$ cat src/rtl/pls_pkg.sv
// shared types, command and status codes for the positional list store
`default_nettype none
package pls_pkg;

	localparam int CAPACITY_DEF = 64;
	localparam int DATA_W       = 32;
	localparam int CMD_W        = 3;
	localparam int POS_W        = 7;
	localparam int STATUS_W     = 2;
	localparam int COUNT_W      = 7;
	localparam int IN_W         = CMD_W + DATA_W + POS_W;
	localparam int OUT_W        = STATUS_W + DATA_W + 1 + COUNT_W;
	localparam int IN_TDATA_W   = ((IN_W + 7) / 8) * 8;
	localparam int OUT_TDATA_W  = ((OUT_W + 7) / 8) * 8;

	localparam logic [CMD_W-1:0] CMD_INS_FRONT = 3'd0;
	localparam logic [CMD_W-1:0] CMD_INS_REAR  = 3'd1;
	localparam logic [CMD_W-1:0] CMD_INS_AT    = 3'd2;
	localparam logic [CMD_W-1:0] CMD_DEL_FRONT = 3'd3;
	localparam logic [CMD_W-1:0] CMD_DEL_REAR  = 3'd4;
	localparam logic [CMD_W-1:0] CMD_DEL_AT    = 3'd5;
	localparam logic [CMD_W-1:0] CMD_SEARCH    = 3'd6;
	localparam logic [CMD_W-1:0] CMD_COUNT     = 3'd7;

	localparam logic [STATUS_W-1:0] ST_OK     = 2'd0;
	localparam logic [STATUS_W-1:0] ST_EMPTY  = 2'd1;
	localparam logic [STATUS_W-1:0] ST_BADPOS = 2'd2;
	localparam logic [STATUS_W-1:0] ST_FULL   = 2'd3;

	typedef struct packed {
		logic [POS_W-1:0]         position;
		logic signed [DATA_W-1:0] item_value;
		logic [CMD_W-1:0]         command;
	} in_item_t;

	typedef struct packed {
		logic [COUNT_W-1:0]       entry_count;
		logic                     found;
		logic signed [DATA_W-1:0] removed_value;
		logic [STATUS_W-1:0]      status;
	} result_t;

endpackage
`default_nettype wire

$ cat src/rtl/pls_ram.sv
// generic single write port ram with registered read
`default_nettype none
module pls_ram #(
	parameter int WIDTH = 32,
	parameter int DEPTH = 64
) (
	input  wire logic                     clk,
	input  wire logic                     we,
	input  wire logic [$clog2(DEPTH)-1:0] waddr,
	input  wire logic [WIDTH-1:0]         wdata,
	input  wire logic [$clog2(DEPTH)-1:0] raddr,
	output logic      [WIDTH-1:0]         rdata
);

	logic [WIDTH-1:0] mem_q [DEPTH];

	always_ff @(posedge clk) begin
		if (we) begin
			mem_q[waddr] <= wdata;
		end
		rdata <= mem_q[raddr];
	end

endmodule
`default_nettype wire

$ cat src/rtl/pls_core.sv
// command decode and shift/search sequencer around the entry ram
`default_nettype none
module pls_core #(
	parameter int CAPACITY = pls_pkg::CAPACITY_DEF
) (
	input  wire logic             clk,
	input  wire logic             arst_n,
	input  wire logic             in_valid,
	output logic                  in_ready,
	input  wire pls_pkg::in_item_t in_item,
	output logic                  done,
	input  wire logic             done_ack,
	output pls_pkg::result_t      result
);

	localparam int AW = $clog2(CAPACITY);
	localparam int LW = $clog2(CAPACITY + 1);
	localparam int CW = ((LW > pls_pkg::POS_W) ? LW : pls_pkg::POS_W) + 1;

	localparam logic [1:0] S_IDLE = 2'd0;
	localparam logic [1:0] S_RUN  = 2'd1;
	localparam logic [1:0] S_PUT  = 2'd2;
	localparam logic [1:0] S_FIN  = 2'd3;

	localparam logic [1:0] M_UP   = 2'd0;
	localparam logic [1:0] M_DN   = 2'd1;
	localparam logic [1:0] M_SRCH = 2'd2;

	localparam logic [1:0] K_WR  = 2'd0;
	localparam logic [1:0] K_CAP = 2'd1;
	localparam logic [1:0] K_CMP = 2'd2;

	logic [1:0]                        state_q;
	logic [1:0]                        mode_q;
	logic [LW-1:0]                     len_q;
	logic [AW-1:0]                     idx_q;
	logic [AW-1:0]                     rp_q;
	logic [LW-1:0]                     cnt_q;
	logic                              pv_q;
	logic [AW-1:0]                     pa_q;
	logic [1:0]                        pk_q;
	logic [pls_pkg::DATA_W-1:0]        val_q;
	logic [pls_pkg::STATUS_W-1:0]      status_q;
	logic [pls_pkg::DATA_W-1:0]        removed_q;
	logic                              found_q;

	logic [pls_pkg::STATUS_W-1:0]      d_status;
	logic                              d_run;
	logic [1:0]                        d_mode;
	logic [AW-1:0]                     d_idx;
	logic                              full;
	logic                              empty;
	logic [CW-1:0]                     pos_w;
	logic [CW-1:0]                     len_w;

	logic                              ram_we;
	logic [AW-1:0]                     ram_waddr;
	logic [pls_pkg::DATA_W-1:0]        ram_wdata;
	logic [pls_pkg::DATA_W-1:0]        ram_rdata;

	assign full  = (len_q == LW'(CAPACITY));
	assign empty = (len_q == '0);
	assign pos_w = CW'(in_item.position);
	assign len_w = CW'(len_q);

	always_comb begin
		d_status = pls_pkg::ST_OK;
		d_run    = 1'b0;
		d_mode   = M_SRCH;
		d_idx    = '0;
		case (in_item.command)
			pls_pkg::CMD_INS_FRONT: begin
				if (full) begin
					d_status = pls_pkg::ST_FULL;
				end else begin
					d_run  = 1'b1;
					d_mode = M_UP;
				end
			end
			pls_pkg::CMD_INS_REAR: begin
				if (full) begin
					d_status = pls_pkg::ST_FULL;
				end else begin
					d_run  = 1'b1;
					d_mode = M_UP;
					d_idx  = AW'(len_q);
				end
			end
			pls_pkg::CMD_INS_AT: begin
				if (full) begin
					d_status = pls_pkg::ST_FULL;
				end else if (pos_w == '0 || pos_w > len_w + CW'(1)) begin
					d_status = pls_pkg::ST_BADPOS;
				end else begin
					d_run  = 1'b1;
					d_mode = M_UP;
					d_idx  = AW'(pos_w - CW'(1));
				end
			end
			pls_pkg::CMD_DEL_FRONT: begin
				if (empty) begin
					d_status = pls_pkg::ST_EMPTY;
				end else begin
					d_run  = 1'b1;
					d_mode = M_DN;
				end
			end
			pls_pkg::CMD_DEL_REAR: begin
				if (empty) begin
					d_status = pls_pkg::ST_EMPTY;
				end else begin
					d_run  = 1'b1;
					d_mode = M_DN;
					d_idx  = AW'(len_q - LW'(1));
				end
			end
			pls_pkg::CMD_DEL_AT: begin
				if (empty) begin
					d_status = pls_pkg::ST_EMPTY;
				end else if (pos_w == '0 || pos_w > len_w) begin
					d_status = pls_pkg::ST_BADPOS;
				end else begin
					d_run  = 1'b1;
					d_mode = M_DN;
					d_idx  = AW'(pos_w - CW'(1));
				end
			end
			pls_pkg::CMD_SEARCH: begin
				d_run  = 1'b1;
				d_mode = M_SRCH;
			end
			default: begin
			end
		endcase
	end

	always_ff @(posedge clk or negedge arst_n) begin
		if (!arst_n) begin
			state_q <= S_IDLE;
			len_q   <= '0;
			pv_q    <= 1'b0;
		end else begin
			case (state_q)
				S_IDLE: begin
					pv_q <= 1'b0;
					if (in_valid) begin
						state_q <= d_run ? S_RUN : S_FIN;
					end
				end
				S_RUN: begin
					if (cnt_q != '0) begin
						pv_q <= 1'b1;
					end else begin
						pv_q <= 1'b0;
						if (mode_q == M_UP) begin
							state_q <= S_PUT;
						end else begin
							state_q <= S_FIN;
							if (mode_q == M_DN) begin
								len_q <= len_q - LW'(1);
							end
						end
					end
				end
				S_PUT: begin
					len_q   <= len_q + LW'(1);
					state_q <= S_FIN;
				end
				S_FIN: begin
					if (done_ack) begin
						state_q <= S_IDLE;
					end
				end
				default: begin
					state_q <= S_IDLE;
				end
			endcase
		end
	end

	// datapath: one ram read and at most one ram write per cycle
	always_ff @(posedge clk) begin
		if (state_q == S_IDLE && in_valid) begin
			val_q     <= in_item.item_value;
			status_q  <= d_status;
			removed_q <= '0;
			found_q   <= 1'b0;
			mode_q    <= d_mode;
			idx_q     <= d_idx;
			if (d_mode == M_SRCH) begin
				cnt_q <= len_q;
				rp_q  <= '0;
			end else begin
				cnt_q <= len_q - LW'(d_idx);
				rp_q  <= (d_mode == M_UP) ? AW'(len_q - LW'(1)) : d_idx;
			end
		end else if (state_q == S_RUN) begin
			if (pv_q && pk_q == K_CAP) begin
				removed_q <= ram_rdata;
			end
			if (pv_q && pk_q == K_CMP && ram_rdata == val_q) begin
				found_q <= 1'b1;
			end
			if (cnt_q != '0) begin
				cnt_q <= cnt_q - LW'(1);
				if (mode_q == M_UP) begin
					pa_q <= rp_q + AW'(1);
					rp_q <= rp_q - AW'(1);
					pk_q <= K_WR;
				end else begin
					pa_q <= rp_q - AW'(1);
					rp_q <= rp_q + AW'(1);
					if (mode_q == M_SRCH) begin
						pk_q <= K_CMP;
					end else if (rp_q == idx_q) begin
						pk_q <= K_CAP;
					end else begin
						pk_q <= K_WR;
					end
				end
			end
		end
	end

	assign ram_we    = (state_q == S_PUT) || (state_q == S_RUN && pv_q && pk_q == K_WR);
	assign ram_waddr = (state_q == S_PUT) ? idx_q : pa_q;
	assign ram_wdata = (state_q == S_PUT) ? val_q : ram_rdata;

	pls_ram #(
		.WIDTH(pls_pkg::DATA_W),
		.DEPTH(CAPACITY)
	) u_entry_ram (
		.clk  (clk),
		.we   (ram_we),
		.waddr(ram_waddr),
		.wdata(ram_wdata),
		.raddr(rp_q),
		.rdata(ram_rdata)
	);

	assign in_ready = (state_q == S_IDLE);
	assign done     = (state_q == S_FIN);

	assign result.status        = status_q;
	assign result.removed_value = removed_q;
	assign result.found         = found_q;
	assign result.entry_count   = pls_pkg::COUNT_W'(len_q);

endmodule
`default_nettype wire

$ cat src/rtl/positional_list_store.sv
// Bounded ordered list of signed 32-bit values held in a single-port-pair ram. One command is
// worked at a time and the input is not ready meanwhile; a finished result waits in an output
// register so the next command is taken while it is pending. Every entry move, compare or
// removal read goes through the one ram read port and write port, one entry per cycle; insert
// and delete pass the entries from their index to the end, search passes every entry, and count
// and rejected commands make no ram pass. No clearing pass after reset.
`default_nettype none
module positional_list_store #(
	parameter int CAPACITY = pls_pkg::CAPACITY_DEF
) (
	input  wire logic                              clk,
	input  wire logic                              arst_n,
	input  wire logic                              s_axis_tvalid,
	output logic                                   s_axis_tready,
	// command[2:0], item_value[34:3], position[41:35], zero fill above
	input  wire logic [pls_pkg::IN_TDATA_W-1:0]   s_axis_tdata,
	output logic                                   m_axis_tvalid,
	input  wire logic                              m_axis_tready,
	// status[1:0], removed_value[33:2], found[34], entry_count[41:35], zero fill above
	output logic      [pls_pkg::OUT_TDATA_W-1:0]  m_axis_tdata
);

	pls_pkg::in_item_t in_item;
	pls_pkg::result_t  core_res;
	pls_pkg::result_t  res_q;
	logic              ov_q;
	logic              done;
	logic              done_ack;

	assign in_item  = pls_pkg::in_item_t'(s_axis_tdata[pls_pkg::IN_W-1:0]);
	assign done_ack = !ov_q || m_axis_tready;

	pls_core #(
		.CAPACITY(CAPACITY)
	) u_core (
		.clk     (clk),
		.arst_n  (arst_n),
		.in_valid(s_axis_tvalid),
		.in_ready(s_axis_tready),
		.in_item (in_item),
		.done    (done),
		.done_ack(done_ack),
		.result  (core_res)
	);

	always_ff @(posedge clk or negedge arst_n) begin
		if (!arst_n) begin
			ov_q <= 1'b0;
		end else if (done && done_ack) begin
			ov_q <= 1'b1;
		end else if (m_axis_tready) begin
			ov_q <= 1'b0;
		end
	end

	always_ff @(posedge clk) begin
		if (done && done_ack) begin
			res_q <= core_res;
		end
	end

	assign m_axis_tvalid = ov_q;
	assign m_axis_tdata  = pls_pkg::OUT_TDATA_W'(res_q);

`ifndef SYNTHESIS
	a_busy_after_accept: assert property (@(posedge clk) disable iff (!arst_n)
		s_axis_tvalid && s_axis_tready |=> !s_axis_tready)
		else $error("input ready right after a transaction");

	a_error_clean: assert property (@(posedge clk) disable iff (!arst_n)
		m_axis_tvalid && res_q.status != pls_pkg::ST_OK |->
			res_q.removed_value == '0 && !res_q.found)
		else $error("error result carries removed value or found flag");

	a_found_ok: assert property (@(posedge clk) disable iff (!arst_n)
		m_axis_tvalid && res_q.found |-> res_q.removed_value == '0)
		else $error("search result carries a removed value");
`endif

endmodule
`default_nettype wire

$ cat config.mk
export PLATFORM = sky130hd
export DESIGN_NAME = positional_list_store
export DESIGN_NICKNAME = d
export VERILOG_FILES = /design/src/rtl/pls_pkg.sv /design/src/rtl/pls_ram.sv /design/src/rtl/pls_core.sv /design/src/rtl/positional_list_store.sv
export SDC_FILE = /design/constraint.sdc
export NUM_CORES = 2
export LEC_CHECK = 0
export BUFFER_PORTS_ARGS = -buffer_cell sky130_fd_sc_hd__buf_2
export CORE_ASPECT_RATIO = 1.25
export CORE_MARGIN = 5
export CORE_UTILIZATION = 30
export DETAILED_ROUTE_END_ITERATION = 8
export PLACE_DENSITY = 0.42
export SYNTH_ARGS = -nofsm -noshare
export SYNTH_HDL_FRONTEND = slang
export SYNTH_SLANG_ARGS = --single-unit
$ cat constraint.sdc
create_clock -name clk -period 4.25 [get_ports clk]
set_clock_uncertainty 0.2 [all_clocks]
set_input_delay 0.425 -clock clk [delete_from_list [all_inputs] [get_ports clk]]
set_output_delay 0.425 -clock clk [all_outputs]
set_load 0.01 [all_outputs]
==> impl_metrics.yaml <==
synthesis:
  synth_edf_count: 2153
  synth-async-reset-ratio_pct: 0.493
  avgSynthCellArea_um2: 23.2
  yosysSeqAreaShare_pct: 77.0
  synth_ff_type: "edfxtp_1"
  ys_warn_count: 0
  ys_types: 61
  syn_area_um2: 86000
  synth_cells: 3706
  synth_seq_cells: 2229
timing:
  max_clock_freq_mhz: 228
  worstMarginPinSlew_ns: 1.02
  rsz0062_at_grt: "true"
  setup_viol: 3
  timing.final.hold_violations: 0
  drv_slew: 0
  slew_headroom_pct: 31.8
  post-route-period-util_pct: 103
  setup_ws_ns: -0.133
  period_needed_ns: 4.38
detailed_routing:
  vias: 39481
  highest_layer: "met4"
  wl_met2_mm: 121
  vias_per_cell: 4.90
  wl_met1_mm: 101
  drt_iter0_drc: 2507
  routed_wl_mm: 235
  drcViolationCount: 0
  drtPass1Iterations: 5
  dr_wl_met3_mm: 8.42
  ant_nets: 0
  routedWlPerCell_um: 29.2
global_route:
  grt_usage_pct: 15.6
  grt_pass1_wl_mm: 332
  grt-ovfl-total: 0
  grt_max_degree: 92
  grt_pass1_vias: 41981
  antenna_found_initial: 14
power_and_ir_drop:
  p_leak_uw: 0.0312
  p_per_area_nw_per_um2: 725
  ir_drop_v: 0.000483
floorplan:
  initial_core_util_pct: 30.2
  die_width_um: 489
  die_y_um: 609
  pin_count: 102
  core_um2: 285000
  rows: 219
  dieArea_um2: 298000
worst_setup_path:
  path_class: "flip-flop to flip-flop"
  end_kind: "flip-flop"
  arrival_ns: 4.83
  critPathLaunchType: "flip-flop"
  crit_required_ns: 4.70
  cp_max_fo: 3
placed_design:
  place_hpwl_mm: 137
  dpl_cell_area_um2: 93800
  numPortBuffers: 89
  gp_congestion: 0.793
layout:
  final_area_um2: 101000
  fill_cells: 26197
  nets: 4211
  multiInputGateArea_um2: 19500
  area_growth_pct: 17.5
  finalCoreUtilization_pct: 35.4
  layout-drive-gt1-share_pct: 33.2
  final-seq-area_um2: 66200
clocking:
  cts_buffer_depth: 4
  htree_levels: 4
  clk_latency_ns: 0.87
  clock_sinks: 2229
  cts-root-buf: "clkbuf_16"
  cts_tree: "yes"
  numCtsBuffers: 223
  clk_pin_slew_ns: 0.06
run_status:
  violations: "setup timing"
  outcome: "finished with violations"
hold_path:
  hold_path.class: "primary input to flip-flop"
run:
  timing.max_cap.violations: 0
## per-layer routing
metal  vias up  global-route usage [%]
met3       305                    2.04
met2       761                    27.2
li1      16572                       -
met4         0                    3.54
met1     21843                    20.8
met5         -                       0
## layout make-up
cell class                      instances  area share, %
Sequential cell                      2229           65.5
Multi-Input combinational cell       1261           19.3
Clock buffer                          284           5.85
Tap cell                             3757           4.65
Timing Repair Buffer                  375           3.79
Clock inverter                        114          0.776
Inverter                               35          0.132
Antenna cell                            9         0.0223
## metrics by stage
step	TNS (ns)	worst slack (ns)	hold WS [ns]	std cells	total power (uW)
after detailed placement	-0.910	-0.313	0.146	7608	55500
after global routing	-1.15	-0.367	0.0417	8056	76600
after CTS	-0.177	-0.0907	0.0000238	8050	74500
after global placement	-0.837	-0.272	0.148	7608	55300
after floorplan	0	0.0116	-0.0706	3711	45200
final	-0.282	-0.133	0.0871	8064	73300
## cell usage in the layout (no fill, tap or decap), drive strengths merged, types with 37 or more instances in the layout
cell type	n
a21oi	52
buf	335
clkbuf	284
clkinv	93
dfxtp	65
dlygate4sd3	40
edfxtp	2153
inv	37
mux4	672
nand2	124
nor2	96
xnor2	37
## power by group
part	internal, uW	switching (uW)
clock network	10400	8230
logic	9610	14400
registers	29800	886
## flip-flops by register name, summed over array words and instances, names as in the netlist, 6 cells and up
signal and cells:
m_axis_tdata 42, u_core.cnt_q 7, u_core.idx_q 6, u_core.len_q 7
u_core.pa_q 6, u_core.removed_q 32, u_core.rp_q 6, u_core.u_entry_ram.mem_q 2048
u_core.u_entry_ram.rdata 32, u_core.val_q 32
## cell families after synthesis
family                   Yosys count  synth area share [%]
AO/OA/AOI/OAI                    124                 0.896
buffers and inverters            221                  1.10
AND/OR/NAND/NOR                  308                  1.59
XOR/XNOR                          73                 0.743
flip-flops                      2229                  77.0
other                              1               0.00436
adder cells (fa/ha/maj)           34                 0.503
multiplexers                     716                  18.2
## what timing repair did
action | 4_1_cts | 5_1_grt
endpoints found under the setup margin | 5 | 6
hold buffers | 40 | 0
hold endpoints to repair | 49 | 0
resized for setup | 18 | 13
setup buffers | 4 | 5
pin swaps | 7 | 14
## critical path, cell delays in order (launching register included)
cell and delay (ns):
dfrtp_1 0.37, ha_2 0.19, and3_4 0.24, nand3_4 0.09, xnor2_2 0.19, ha_1 0.26
and3_4 0.18, a221oi_4 0.30, and2_4 0.19, o211ai_1 0.10, buf_4 0.17, nand2_4 0.06
nand2_2 0.06, o211ai_1 0.12, ha_2 0.26, fa_2 0.22, nor2b_2 0.05, o21a_1 0.18
nor2_2 0.12, o21bai_1 0.07, a21o_1 0.16, or3_1 0.30, a31oi_1 0.16
## cell usage after synthesis (all sizes together) (4+ instances only)
master / count / share of area [%]
nor2: 96 / 0.42
dfrtp: 11 / 0.32
o22ai: 9 / 0.065
mux2: 36 / 0.47
edfxtp: 2153 / 75
nor3: 15 / 0.087
clkbuf: 103 / 0.45
o211ai: 4 / 0.035
a31oi: 4 / 0.029
nand4: 12 / 0.087
xnor2: 37 / 0.38
xor2: 36 / 0.37
mux4: 672 / 18
a21oi: 52 / 0.30
nor2b: 8 / 0.058
nand2: 124 / 0.54
or3: 4 / 0.029
a21o: 4 / 0.035
dfxtp: 65 / 1.5
inv: 34 / 0.15
ha: 33 / 0.48
nor4: 9 / 0.083
nand3: 17 / 0.099
mux2i: 8 / 0.093
and2: 7 / 0.051
buf: 83 / 0.50
a22o: 5 / 0.051
o21ai: 20 / 0.12
## path summary, 6_finish.rpt
check / slack, ns / to / from / depth (start not counted)
max in group asynchronous: 2.84 / u_core.len_q[3]$_DFFE_PN0P_ / arst_n / 3
min reg2reg: 0.23 / m_axis_tdata[25]$_DFFE_PP_ / u_core.removed_q[23]$_SDFFE_PP0P_ / 0
max reg2reg: -0.13 / u_core.cnt_q[6]$_DFFE_PP_ / u_core.len_q[1]$_DFFE_PN0P_ / 22
min in group asynchronous: 0.56 / u_core.len_q[6]$_DFFE_PN0P_ / arst_n / 3
max: -0.13 / u_core.cnt_q[6]$_DFFE_PP_ / u_core.len_q[1]$_DFFE_PN0P_ / 22
min: 0.09 / u_core.val_q[18]$_DFFE_PP_ / s_axis_tdata[21] / 2
Note: power is estimated with default switching activity, not from simulation.
